<file path="src/rtl/cmf_pkg.sv">
// ----------------------------------------------------------------------------
// cmf_pkg: shared types and constants of the centered mean filter
// Widths of the sample word, the delay-line geometry and the divider request.
// ----------------------------------------------------------------------------
package cmf_pkg;

  localparam int SAMPLE_W     = 24;
  localparam int YEAR_W       = 14;
  localparam int MONTH_W      = 4;
  localparam int HW_W         = 5;
  localparam int MAX_HW       = 31;
  localparam int NCELL        = 2 * MAX_HW + 1;
  localparam int IDX_W        = $clog2(NCELL + 1);
  localparam int SUM_W        = SAMPLE_W + IDX_W;
  localparam int CNT_W        = IDX_W;
  localparam int DIV_STEP_W   = $clog2(SUM_W + 1);

  localparam logic [HW_W-1:0]  HW_RESET  = HW_W'(1);
  localparam logic [IDX_W-1:0] SEEN_CAP  = IDX_W'(NCELL);
  localparam logic [IDX_W-1:0] LAST_CELL = IDX_W'(NCELL - 1);

  typedef struct packed {
    logic [SAMPLE_W-1:0] value;
    logic [YEAR_W-1:0]   year;
    logic [MONTH_W-1:0]  month;
  } cell_t;

  typedef struct packed {
    logic             start;
    logic [SUM_W-1:0] dividend;
    logic [CNT_W-1:0] divisor;
  } div_req_t;

  typedef enum logic [2:0] {
    ST_IDLE = 3'b001,
    ST_SUM  = 3'b010,
    ST_DIV  = 3'b100
  } state_e;

endpackage

</file>
<file path="src/rtl/cmf_div.sv">
// ----------------------------------------------------------------------------
// cmf_div: restoring divider, one quotient bit per cycle
// Quotient holds after completion until the next start.
// ----------------------------------------------------------------------------
module cmf_div (
  input  logic                      clk_i,
  input  logic                      rst_ni,
  input  cmf_pkg::div_req_t         req_i,
  output logic                      done_o,
  output logic [cmf_pkg::SUM_W-1:0] quo_o
);
  import cmf_pkg::*;

  logic [SUM_W-1:0]      quo_q, quo_d;
  logic [CNT_W:0]        rem_q, rem_d;
  logic [CNT_W-1:0]      dvs_q;
  logic [DIV_STEP_W-1:0] step_q, step_d;
  logic                  busy_q, busy_d;
  logic [CNT_W:0]        rem_sh;
  logic                  fit;

  always_comb begin
    rem_sh = {rem_q[CNT_W-1:0], quo_q[SUM_W-1]};
    fit    = rem_sh >= {1'b0, dvs_q};
    quo_d  = quo_q;
    rem_d  = rem_q;
    step_d = step_q;
    busy_d = busy_q;
    if (req_i.start) begin
      quo_d  = req_i.dividend;
      rem_d  = '0;
      step_d = '0;
      busy_d = 1'b1;
    end else if (busy_q) begin
      rem_d  = fit ? rem_sh - {1'b0, dvs_q} : rem_sh;
      quo_d  = {quo_q[SUM_W-2:0], fit};
      step_d = step_q + 1'b1;
      if (step_q == DIV_STEP_W'(SUM_W - 1)) begin
        busy_d = 1'b0;
      end
    end
  end

  always_ff @(posedge clk_i or negedge rst_ni) begin
    if (!rst_ni) begin
      busy_q <= 1'b0;
      step_q <= '0;
    end else begin
      busy_q <= busy_d;
      step_q <= step_d;
    end
  end

  always_ff @(posedge clk_i) begin
    quo_q <= quo_d;
    rem_q <= rem_d;
    if (req_i.start) begin
      dvs_q <= req_i.divisor;
    end
  end

  assign done_o = !busy_q && !req_i.start;
  assign quo_o  = quo_q;

endmodule

</file>
<file path="config.mk">
export PLATFORM = sky130hd
export DESIGN_NAME = cmf_div
export DESIGN_NICKNAME = d
export VERILOG_FILES = /design/src/rtl/cmf_pkg.sv /design/src/rtl/cmf_div.sv
export SDC_FILE = /design/constraint.sdc
export NUM_CORES = 1
export LEC_CHECK = 0
export BUFFER_PORTS_ARGS = -buffer_cell sky130_fd_sc_hd__buf_2
export CAP_MARGIN = 20
export CORE_ASPECT_RATIO = 0.6
export CORE_MARGIN = 2
export CORE_UTILIZATION = 55
export DETAILED_ROUTE_END_ITERATION = 8
export PLACE_DENSITY = 0.85
export SLEW_MARGIN = 20
export SYNTH_ARGS = -nofsm -noshare
export SYNTH_HDL_FRONTEND = slang
export SYNTH_SLANG_ARGS = --single-unit
</file>
<file path="constraint.sdc">
create_clock -name clk_i -period 3.6 [get_ports clk_i]
set_input_delay 0.36 -clock clk_i [delete_from_list [all_inputs] [get_ports clk_i]]
set_output_delay 0.36 -clock clk_i [all_outputs]
set_load 0.01 [all_outputs]
</file>
Word-level counts from Yosys, hierarchy flattened
Cells that the tools add are included. Widths: inputs -> output; s select.

Register bits after elaboration: 48. Word-level logic and storage cells: 21. Bits of input ports: 39. Output and inout port bits: 31.

Reductions and logical operators: 4. Add/subtract/negate cells: 2. Order comparisons: 1. Muxes and demuxes: 8. Equal/unequal tests: 1.

Operators with widths (number): $mux 30 (2); $mux 5 (2); $ge 7x6->1 (1); $mux 6 (1); $sub 6x6->6 (1); $add 5x1->5 const B (1); $eq 5x5->1 const B (1); $mux 1 (3); $logic_not 1->1 (2); $reduce_bool 2->1 (1); $logic_and 1x1->1 (1).

Depth between registers and ports, before layout
Word-level depth: 4. Gate-level depth with buffers: 8. Depth with buffers taken out: 8.

Worst setup path after synthesis
Ideal clock, no wire load.

Path kind: input to output. From: input req_i[36] (netlist name). To: output done_o. Arrival time: 1619 ps. Stages on the path: 4. Required time: 3240 ps. Slack: 1621 ps. Cell sequence: clkbuf_1 > buf_1 > or2_2 > inv_1.

Word-level cells in the longest chain between the ends: 2.

RTL lines: start, declared (RTL line cmf_div.sv:8) `input cmf_pkg::div_req_t req_i,`; $logic_not 1->1 (RTL line cmf_div.sv:62) `assign done_o = !busy_q && !req_i.start;`; $logic_and 1x1->1 (RTL line cmf_div.sv:62); end, declared (RTL line cmf_div.sv:9) `output logic done_o,`.

No other way between the ends.

Final worst setup path
From: register rem_q[3]. To: register rem_q[3].

Word-level cells in the longest chain between the ends: 2.

RTL lines: start, declared (RTL line cmf_div.sv:15) `logic [CNT_W:0] rem_q, rem_d;`; start signal, assigned (RTL line cmf_div.sv:56) `rem_q <= rem_d;`; $ge 7x6->1 (RTL line cmf_div.sv:24) `fit = rem_sh >= {1'b0, dvs_q};`; $mux 6 (RTL line cmf_div.sv:35) `rem_d = fit ? rem_sh - {1'b0, dvs_q} : rem_sh;`.

No other way between the ends. A chain may end at the register's enable or synchronous reset.

==> results.cfg <==
[sta]
fin_crit_ps = 2090
fin_tns_setup_ps = 0
hold_slack_ps = 240
period_share_pct = 57.9
fmax_mhz = 480
setup_violations = 0
slew_headroom_pct = 60.4
grt_setup_unrepaired = no
tightestPinTransition_ps = 594
final_hold_viol_count = 0
drv_slew = 0
finClkSkew_ps = 9.24

[clocking]
cts.clk_slew.worst_paths_ps = 90
cts-resized-gates = 0
clock-root-buffer = clkbuf_8
ctsHoldBuffers = 1
worst_skew_pair.late_latency_ps = 300
numCtsBuffers = 5
clock_path_buffers = 2
cts_tree = built
postCtsSetupRepairBufs = 0
clock-sinks = 48
htree_num_levels = 2

[critical_path]
crit_buf_inv = 0
path_cells = ha_1 -> a21o_1 -> a211o_1 -> a41oi_4 -> mux2i_1 -> a211oi_1
cp_max_fo = 10
critPathKind = reg2reg
start_kind = flop
crit_start = rem_q[3]
crit_family = compound AO/OA/AOI/OAI gates
r2r-start = rem_q[3]
crit_required_ps = 3810
cp-end-kind = flop
cp_slowest_cell = ha_1
cp.arrival_ps = 2300
slowest_delay_ps = 390

[power_and_ir_drop]
totalPowerFinal_mw = 1.61
power_leakage_nw = 1.27
p_per_area_nw_per_um2 = 571
ir_worst_vdd_mv = 0.401

[finish]
antenna_cells = 0
final_nets = 288
synthToLayoutAreaGrowth_pct = 22.7
layout-drive-gt1-share_pct = 46.3
stdcell_count = 290
fillers = 293

[routing]
ant_nets = 0
drc = 0
drtIter0Drc = 76
routedWlPerCell_um = 14.6
wirelength_mm = 4.23
viasPerCell = 5.29
vias = 1534
dr.pass1.iters = 5

[global_routing]
grt_pass1_wl_mm = 6.91
grt_use_total_pct = 19.9
globalRoute.totalOverflow = 0
first_global_vias = 1474
antenna_found_initial = 0
grt_max_degree = 32

[die]
die_area_um2 = 4730
die_w_um = 87.5
row_count = 18
ios = 70
start_util_pct = 56.7
coreArea_um2 = 4050
die_height_um = 54.1

[logic_synthesis]
async_reset_ff_share_pct = 12.5
yosysWarnings = 0
synth_mux_area_share_pct = 16.4
synth_compound_area_share_pct = 6.69
synth_top_family_by_area = multiplexers
syn_area_um2 = 2300
syn_inst = 167
synth-seq-cells = 48
synth-edff-count = 36
synth_cell_types = 31
avgSynthCellArea_um2 = 13.8
synth-seq-area-share_pct = 58.8
synth_top_flop_cell = edfxtp_1
synth_adder_area_share_pct = 5.77
syn_nets = 216
synth_xor_area_share_pct = 2.67
synthSimpleGateAreaFrac_pct = 6.96

[status]
status = complete, no violations

[flow_run]
maxCapViolCount = 0

[placement]
dp.cells = 281
io_buffers = 69
dp_hpwl_mm = 3.04
gp_congestion = 0.898

[hold_path]
min-delay-start = req_i[2]
min_path_type = in2reg
==> sequential cells by signal, summed over array words and instances (netlist names) <==
name,count
step_q,5
busy_q,1
dvs_q,6
quo_o,30
rem_q,6
==> final timing paths <==
check,endpoint,slack (ps),depth (start not counted)
setup / recovery,rem_q[3],1510,6
hold / removal,dvs_q[2],240,1
setup reg to reg,rem_q[3],1510,6
hold reg to reg,rem_q[5],520,2
max in group asynchronous,busy_q,3060,2
min in group asynchronous,step_q[2],400,2
==> power by group <==
part / total, mW / leakage, nW / switching (mW) / internal, mW
Combinational: 0.494 / 0.709 / 0.256 / 0.238
Clock: 0.377 / 0.0596 / 0.178 / 0.199
Sequential: 0.741 / 0.503 / 0.0556 / 0.685
==> worst register-to-register path, stage by stage (launching register included) <==
cell	delay, ps
dfxtp_1	340
ha_1	390
a21o_1	190
a211o_1	320
a41oi_4	370
mux2i_1	130
a211oi_1	250
==> per-layer routing <==
metal,part of all wire (%),global-route usage [%]
met1,48,27.5
met2,45,30.2
met3,5.4,5.83
met4,1.4,6.92
met5,0,0
==> placed cells by master, fill, tap and decap left out, types with 2 or more instances in the layout <==
cell type and instances:
mux2_2 29, nor2b_1 3, nand4_1 3, buf_4 2, nor2_1 15, a211oi_1 4, a311oi_1 2, a21o_1 3
nand2b_1 2, inv_1 10, dfxtp_1 6, buf_2 69, edfxtp_1 36, dfrtp_1 6, a21oi_1 4, xnor2_1 2
clkbuf_8 6, or2_2 2, xor2_1 5, ha_1 9, mux2i_1 5, nand2_1 4
==> stage by stage <==
stage | util [%] | area (µm²) | setup slack, ps
after floorplan | - | 2300 | 1620
after global placement | 66.5 | 2700 | 1610
after detailed placement | 66.5 | 2700 | 1540
after CTS | 69.6 | 2820 | 1500
after global routing | 69.6 | 2820 | 1390
final | 69.6 | 2820 | 1510
==> final cells by class <==
type | count | area [µm²] | area share, %
clock inverters | 1 | 8.76 | 0.310
well taps | 50 | 62.6 | 2.22
inverters | 10 | 37.5 | 1.33
multi-input cells | 102 | 885 | 31.3
flip-flops and latches | 48 | 1350 | 47.9
clock buffers | 7 | 108 | 3.81
repair buffers | 72 | 370 | 13.1
==> kinds of logic after synthesis <==
logic type,after synthesis
DFF,48
AOI/OAI and AO/OA,19
buffers and inverters,17
xor gates and xnor gates,7
and+or+nand+nor,32
adders and majority gates,10
muxes,34
==> Yosys cell counts, drive strengths merged, types with 2 or more instances <==
cell type | number | area (µm²)
edfxtp | 36 | 1080
mux2 | 29 | 327
nor2 | 15 | 56.3
inv | 10 | 37.5
ha | 9 | 113
dfrtp | 6 | 150
dfxtp | 6 | 120
mux2i | 5 | 50.1
xor2 | 5 | 43.8
a211oi | 4 | 30.0
a21oi | 4 | 20.0
buf | 4 | 15.0
nand2 | 4 | 15.0
a21o | 3 | 22.5
clkbuf | 3 | 11.3
nand4 | 3 | 18.8
nor2b | 3 | 18.8
a311oi | 2 | 17.5
nand2b | 2 | 12.5
o21ai | 2 | 10.0
or2 | 2 | 12.5
xnor2 | 2 | 17.5
Note: power is estimated with default switching activity, not from simulation.
