**config.mk**
```make
export PLATFORM = sky130hd
export DESIGN_NAME = cmf_cell
export DESIGN_NICKNAME = d
export VERILOG_FILES = /design/src/rtl/cmf_pkg.sv /design/src/rtl/cmf_cell.sv
export SDC_FILE = /design/constraint.sdc
export NUM_CORES = 1
export LEC_CHECK = 0
export BUFFER_PORTS_ARGS = -buffer_cell sky130_fd_sc_hd__buf_2
export CAP_MARGIN = 15
export CELL_PAD_IN_SITES_DETAIL_PLACEMENT = 1
export CELL_PAD_IN_SITES_GLOBAL_PLACEMENT = 2
export CORE_UTILIZATION = 27
export CTS_CLUSTER_SIZE = 10
export DETAILED_ROUTE_END_ITERATION = 10
export PLACE_DENSITY_LB_ADDON = 0.2
export SLEW_MARGIN = 20
export SYNTH_ARGS = -nofsm -noshare
export SYNTH_HDL_FRONTEND = slang
export SYNTH_SLANG_ARGS = --single-unit
```
**constraint.sdc**
```tcl
create_clock -name clk_i -period 1.18 [get_ports clk_i]
set_clock_uncertainty 0.05 [all_clocks]
set_input_delay 0.118 -clock clk_i [delete_from_list [all_inputs] [get_ports clk_i]]
set_output_delay 0.118 -clock clk_i [all_outputs]
set_load 0.005 [all_outputs]
```
**src/rtl/cmf_pkg.sv**
```systemverilog
// ----------------------------------------------------------------------------
// cmf_pkg: shared types and constants of the centered mean filter
// Widths of the sample word, the delay-line geometry and the divider request.
// ----------------------------------------------------------------------------
package cmf_pkg;

  localparam int SAMPLE_W     = 24;
  localparam int YEAR_W       = 14;
  localparam int MONTH_W      = 4;
  localparam int HW_W         = 5;
  localparam int MAX_HW       = 31;
  localparam int NCELL        = 2 * MAX_HW + 1;
  localparam int IDX_W        = $clog2(NCELL + 1);
  localparam int SUM_W        = SAMPLE_W + IDX_W;
  localparam int CNT_W        = IDX_W;
  localparam int DIV_STEP_W   = $clog2(SUM_W + 1);

  localparam logic [HW_W-1:0]  HW_RESET  = HW_W'(1);
  localparam logic [IDX_W-1:0] SEEN_CAP  = IDX_W'(NCELL);
  localparam logic [IDX_W-1:0] LAST_CELL = IDX_W'(NCELL - 1);

  typedef struct packed {
    logic [SAMPLE_W-1:0] value;
    logic [YEAR_W-1:0]   year;
    logic [MONTH_W-1:0]  month;
  } cell_t;

  typedef struct packed {
    logic             start;
    logic [SUM_W-1:0] dividend;
    logic [CNT_W-1:0] divisor;
  } div_req_t;

  typedef enum logic [2:0] {
    ST_IDLE = 3'b001,
    ST_SUM  = 3'b010,
    ST_DIV  = 3'b100
  } state_e;

endpackage

```
**src/rtl/cmf_cell.sv**
```systemverilog
// ----------------------------------------------------------------------------
// cmf_cell: one stage of the sample delay line
// Takes the word of its newer neighbor on a shift, of its older one on a rotate.
// ----------------------------------------------------------------------------
module cmf_cell (
  input  logic          clk_i,
  input  logic          en_i,
  input  logic          rot_i,
  input  cmf_pkg::cell_t from_newer_i,
  input  cmf_pkg::cell_t from_older_i,
  output cmf_pkg::cell_t q_o
);
  import cmf_pkg::*;

  cell_t cell_q;

  always_ff @(posedge clk_i) begin
    if (en_i) begin
      cell_q <= rot_i ? from_older_i : from_newer_i;
    end
  end

  assign q_o = cell_q;

endmodule

```
# After elaboration in Yosys (flattened, before gate mapping)
# Cells that the tools add are included.
# classes
mux,1
# op_table
operator,count
$mux W42,1
# word_totals
regBits,42
inputBits,87
output_inout_bits,42
elab_cells,4

# Longest topological paths before layout
# Gate-level depths: netlist of the first run.
# logic_depth
word_depth,1
depth_mapped,3
mapped_depth_nobuf,1

# Worst setup path after synthesis of the first run
# OpenSTA, ideal clock, no wires.
# synth_timing
kind,input to register
from,in rot_i
to,"reg cell_q, in the netlist q_o[0] (data pin)"
setup_time_ns,0.260
arrival_time_ns,0.676
required_ns,0.870
path_slack_ns,0.194
path_stages,3
path_buffers,2
cell_sequence,buf_6 > buf_12 > mux2_4
# synth_between
elab_chain_len,1
# synth_lines
item,line,source
start: declaration,cmf_cell.sv:8,"input logic rot_i,"
$mux W42,cmf_cell.sv:19,cell_q <= rot_i ? from_older_i : from_newer_i;
end signal: assignment,cmf_cell.sv:19,
end: declaration,cmf_cell.sv:15,cell_t cell_q;
# No other way between the ends.
# A chain may end at the register's enable or synchronous reset.

# Worst setup path after layout of the first run
# layout_timing
from,"reg cell_q, in the netlist q_o[31]"
to,out q_o[31] in the netlist's numbering
# layout_lines
item,line,source
end: declaration,cmf_cell.sv:11,output cmf_pkg::cell_t q_o
# No word-level cell between the ends.

==> results.json, run 1 <==
{
  "layout.nets": 310,
  "clock-sinks": 42,
  "viasPerCell": 4.08,
  "leakagePower_nw": 1.32,
  "clkPwrFrac": 0.265,
  "ios": 129,
  "synthTopCellsByArea": "edfxtp_1 (64%), mux2_4 (30%), buf_12 (4.1%)",
  "cts_buffer_depth": 2,
  "stdcell_area_um2": 2790,
  "period_share": 0.814,
  "crit_buf_inv": 1,
  "ir_worst_vdd_mv": 0.442,
  "crit_chain": "buf_2",
  "p_int_mw": 2.58,
  "area_delta_synth_final_pct": 41.3,
  "cts_resized": 0,
  "dp_slack_ps": 46.7,
  "synthCells": 89,
  "wl_per_cell_um": 13.4,
  "firstDrtPassIters": 4,
  "max_stage_delay_ps": 370,
  "relSlewSlack": 0.842,
  "cp.arrival_ps": 790,
  "num_vias": 1307,
  "finalWorstSetupSlack_ps": 219,
  "yosysWarnings": 0,
  "p_sw_frac": 0.210,
  "grt_max_degree": 43,
  "timing.final.setup_violations": 0,
  "postRouteAntennaNets": 0,
  "crit_slowest_cell": "edfxtp_1",
  "maxCapViolCount": 0,
  "layout-drive-gt1-share": 0.803,
  "synth_nets": 176,
  "cts_tree": "done",
  "path_class": "reg -> out",
  "wirelength_um": 4300,
  "cts-hold-fix-buffers": 0,
  "yosys_register_bits": 42,
  "syn_avg_cell_area_um2": 22.2,
  "final_hold_viol_count": 0,
  "synth.top_cell.area_share": 0.638,
  "grt_pass1_wl_um": 6210,
  "row_count": 30,
  "synth_cell_types": 5,
  "synth-seq-area-share": 0.638,
  "cts_root_buf": "clkbuf_8",
  "worstHoldPathType": "in -> reg",
  "initial_core_util": 0.285,
  "tightestPinTransition_ps": 237,
  "place_area_um2": 2710,
  "final_cell_mix": "buf_2 (128), edfxtp_1 (42), mux2_4 (40)",
  "switchingPower_mw": 0.687,
  "fin_tns_setup_ps": 0,
  "drt_iter0_markers": 40,
  "hpwl_um": 3330,
  "layout_commonest_cell": "buf_2",
  "overflow": 0,
  "port_buffers": 128,
  "rsz0062_at_grt": "false",
  "synth_largest_area_cell": "edfxtp_1",
  "antenna_found_initial": 0,
  "critPathMaxFanout": 1,
  "crit_path_start_kind": "register",
  "outcome": "finished, final reports clean",
  "place.gp.congestion": 0.669,
  "coreArea_um2": 6940,
  "h-tree-depth": 2,
  "largest_reg_flops": 42,
  "grt_pass1_vias": 1363,
  "power.density_nw_per_um2": 1170,
  "grt_usage": 0.110,
  "syn_area_um2": 1980,
  "clk_pin_slew_ps": 80,
  "p_comb_frac": 0.175,
  "post-route-util": 0.402,
  "post_cts_buffers": 0,
  "end_kind": "primary output",
  "fmax_mhz": 1040,
  "finalMaxSlewViolations": 0,
  "p_seq_frac": 0.560,
  "required_ps": 1010,
  "fin_crit_ps": 961,
  "die_w_um": 87.5,
  "die_h_um": 87.5,
  "numCtsBuffers": 5,
  "post-route-drc-count": 0,
  "crit_family": "flip-flops",
  "dieArea_um2": 7660,
  "fillCellCount": 756
}
==> cell usage after synthesis <==
library cell  count
edfxtp_1         42
mux2_4           40
buf_12            4
mux2_2            2
buf_6             1
==> cells by family (layout without fill, tap and decap cells) <==
group        Yosys count  after routing  synth area share
buf+inv                5            139            0.0462
flops                 42             42             0.638
mux                   42             42             0.315
other cells            0              1                 0
==> layout make-up <==
| cell class | count | area (um2) | area share |
|---|---|---|---|
| multi-input combinational | 42 | 623 | 0.223 |
| sequential | 42 | 1260 | 0.452 |
| antenna | 1 | 2.50 | 0.000896 |
| clock buffer | 7 | 76.3 | 0.0273 |
| timing repair buffer | 132 | 708 | 0.254 |
| tap | 96 | 120 | 0.0430 |
==> path summary, 6_finish.rpt <==
check / start / endpoint / slack, ps / cells after the start
setup / recovery: q_o[31] / q_o[31] / 220 / 1
hold / removal: from_newer_i[34] / q_o[34] / 80 / 2
==> power by group through the flow <==
stage	sequential [mW]	clock [mW]	combinational, mW
floorplan	1.89	0	0.246
global placement	1.86	0	0.578
detailed placement	1.86	0	0.585
CTS	1.83	0.918	0.586
global route	1.84	0.966	0.624
finish	1.83	0.863	0.572
==> metal layers <==
metal,global-route usage,part of all wire,up-vias
met1,0.113,0.36,612
met5,0,0,-
li1,-,-,614
met3,0.0386,0.092,5
met2,0.205,0.54,76
met4,0.0432,0.013,0
==> through the flow <==
stage | instances | hold slack [ps] | total power [mW]
2_1_floorplan | 89 | 180 | 2.14
3_3_place_gp | 312 | 368 | 2.44
3_5_place_dp | 312 | 372 | 2.45
4_1_cts | 319 | 68.6 | 3.33
5_1_grt | 319 | 61.9 | 3.43
6_report | 320 | 78.4 | 3.26
Power figures use the tool's default switching activity.
==> run 2, diff against run 1 <==
- ABC_AREA: not set -> 1
- CORE_UTILIZATION: 27 -> 20
- clock period: 1.18 -> 0.85 ns (I/O delays scaled with it)
==> results.json, run 2 <==
{
  "outcome": "finished with violations",
  "violations": "DRC, setup timing",
  "fin_tns_setup_ps": -3050,
  "fin_crit_ps": 940,
  "relSlewSlack": 0.820,
  "cts_tree": "done",
  "yosys_register_bits": 42,
  "cp_num_cells": 1,
  "fin_hold_ws_ps": 9.41,
  "required_ps": 710,
  "grt_pass1_vias": 1815,
  "area_delta_synth_final_pct": 49.9,
  "final_cell_mix": "buf_2 (128), nand2_1 (116), edfxtp_1 (42)",
  "synth_nets": 265,
  "finalMaxSlewViolations": 0,
  "leakagePower_nw": 1.43,
  "numCtsBuffers": 5,
  "maxCapViolCount": 0,
  "hold_depth": 3,
  "crit_start": "q_o[7]",
  "coreArea_um2": 8890,
  "drt_iter0_markers": 28,
  "multi_input_area_um2": 498,
  "clk_pin_slew_ps": 80,
  "largest_reg_flops": 42,
  "dieArea_um2": 9710,
  "max_stage_delay_ps": 380,
  "stdcell_area_um2": 2800,
  "hpwl_um": 4350,
  "path_class": "reg -> out",
  "crit_path_start_kind": "register",
  "critPathMaxFanout": 1,
  "die_h_um": 98.5,
  "tightestPinTransition_ps": 269,
  "power.density_nw_per_um2": 1630,
  "cts_buffer_depth": 2,
  "antenna_found_initial": 0,
  "synth_largest_area_cell": "edfxtp_1",
  "rsz0062_at_grt": "true",
  "seq_area_um2": 1260,
  "port_buffers": 128,
  "grt_usage": 0.121,
  "cp.arrival_ps": 800,
  "overflow": 0,
  "p_total_mw": 4.55,
  "ios": 129,
  "synth.top_cell.area_share": 0.677,
  "finalWorstSetupSlack_ps": -89.9,
  "grt_max_degree": 43,
  "hold_end": "q_o[23]",
  "synthCells": 178,
  "synth_most_common_cell": "nand2_1",
  "final_hold_viol_count": 0,
  "layout-drive-gt1-share": 0.473,
  "crit_family": "flip-flops",
  "synthTopCellsByArea": "edfxtp_1 (68%), nand2_1 (23%), nand2_2 (3.4%)",
  "yosysWarnings": 0,
  "synth_cell_types": 7,
  "h-tree-depth": 2,
  "wl_per_cell_um": 13.4,
  "layout_commonest_cell": "buf_2",
  "ys.flop_type": "edfxtp_1",
  "initial_core_util": 0.210,
  "end_kind": "primary output",
  "firstDrtPassIters": 10,
  "syn_area_um2": 1860,
  "crit_buf_inv": 1,
  "hp-start": "from_newer_i[23]",
  "die_w_um": 98.5,
  "synth_enable_flop_cells": 42,
  "period_share": 1.11,
  "worstHoldPathType": "in -> reg",
  "fillCellCount": 1046,
  "wirelength_um": 5720,
  "viasPerCell": 3.99,
  "fmax_mhz": 1060,
  "synth-seq-area-share": 0.677,
  "clock-sinks": 42,
  "place_area_um2": 2630,
  "layout.nets": 405,
  "diodes": 0,
  "syn_avg_cell_area_um2": 10.5,
  "async_flop_share": 0,
  "cts_root_buf": "clkbuf_8",
  "dp_slack_ps": -60.7,
  "place.gp.congestion": 0.645,
  "grt_pass1_wl_um": 8980,
  "ir_worst_vdd_mv": 0.491,
  "postRouteAntennaNets": 0,
  "crit_chain": "buf_2",
  "yosys-top-cells-count": "nand2_1 (116), edfxtp_1 (42), nand2_2 (10), buf_6 (5), buf_4 (3)",
  "post-route-drc-count": 8,
  "crit_slowest_cell": "edfxtp_1",
  "num_vias": 1702,
  "timing.final.setup_violations": 42,
  "row_count": 34
}
## run 2: metal layers
metal  part of all wire  track usage  up-vias
li1                   -            -      846
met5                  0            0        -
met2               0.50        0.207       76
met4             0.0096       0.0344        0
met3              0.090       0.0418        8
met1               0.40        0.145      772
## run 2: logic make-up after synthesis
family | share of synthesized area
flops | 0.677
buf+inv | 0.0564
simple gates | 0.267
## run 2: worst max path at each step
| stage | endpoint | slack [ps] |
|---|---|---|
| after floorplan | q_o[0] | 90 |
| after global placement | q_o[10] | -40 |
| after detailed placement | q_o[29] | -60 |
| after CTS | q_o[36] | -110 |
| after global routing | q_o[34] | -150 |
| final | q_o[7] | -90 |
## run 2: final cells by class
cell class	instances	share of cell area
Sequential cell	42	0.451
Tap cell	108	0.0483
Clock buffer	6	0.0260
Timing Repair Buffer	142	0.289
Inverter	1	0.00403
Clock inverter	2	0.00313
Multi-Input combinational cell	126	0.178
## run 2: through the flow
stage               utilization  std cells
global route              0.314        427
finish                    0.314        427
floorplan                     -        178
CTS                       0.313        426
detailed placement        0.296        411
global placement          0.296        411
## run 2: power by group
part	switching, mW	internal, mW
Combinational	0.377	0.391
Clock	0.668	0.565
Sequential	0.0435	2.50
Total	1.09	3.46
## run 2: what timing repair did
action / 4_1_cts / 5_1_grt
resized for setup: 0 / 2
hold endpoints to repair: 6 / 1
gates cloned: 0 / 0
endpoints found under the setup margin: 42 / 44
buffers inserted: 0 / 0
hold buffers: 7 / 1
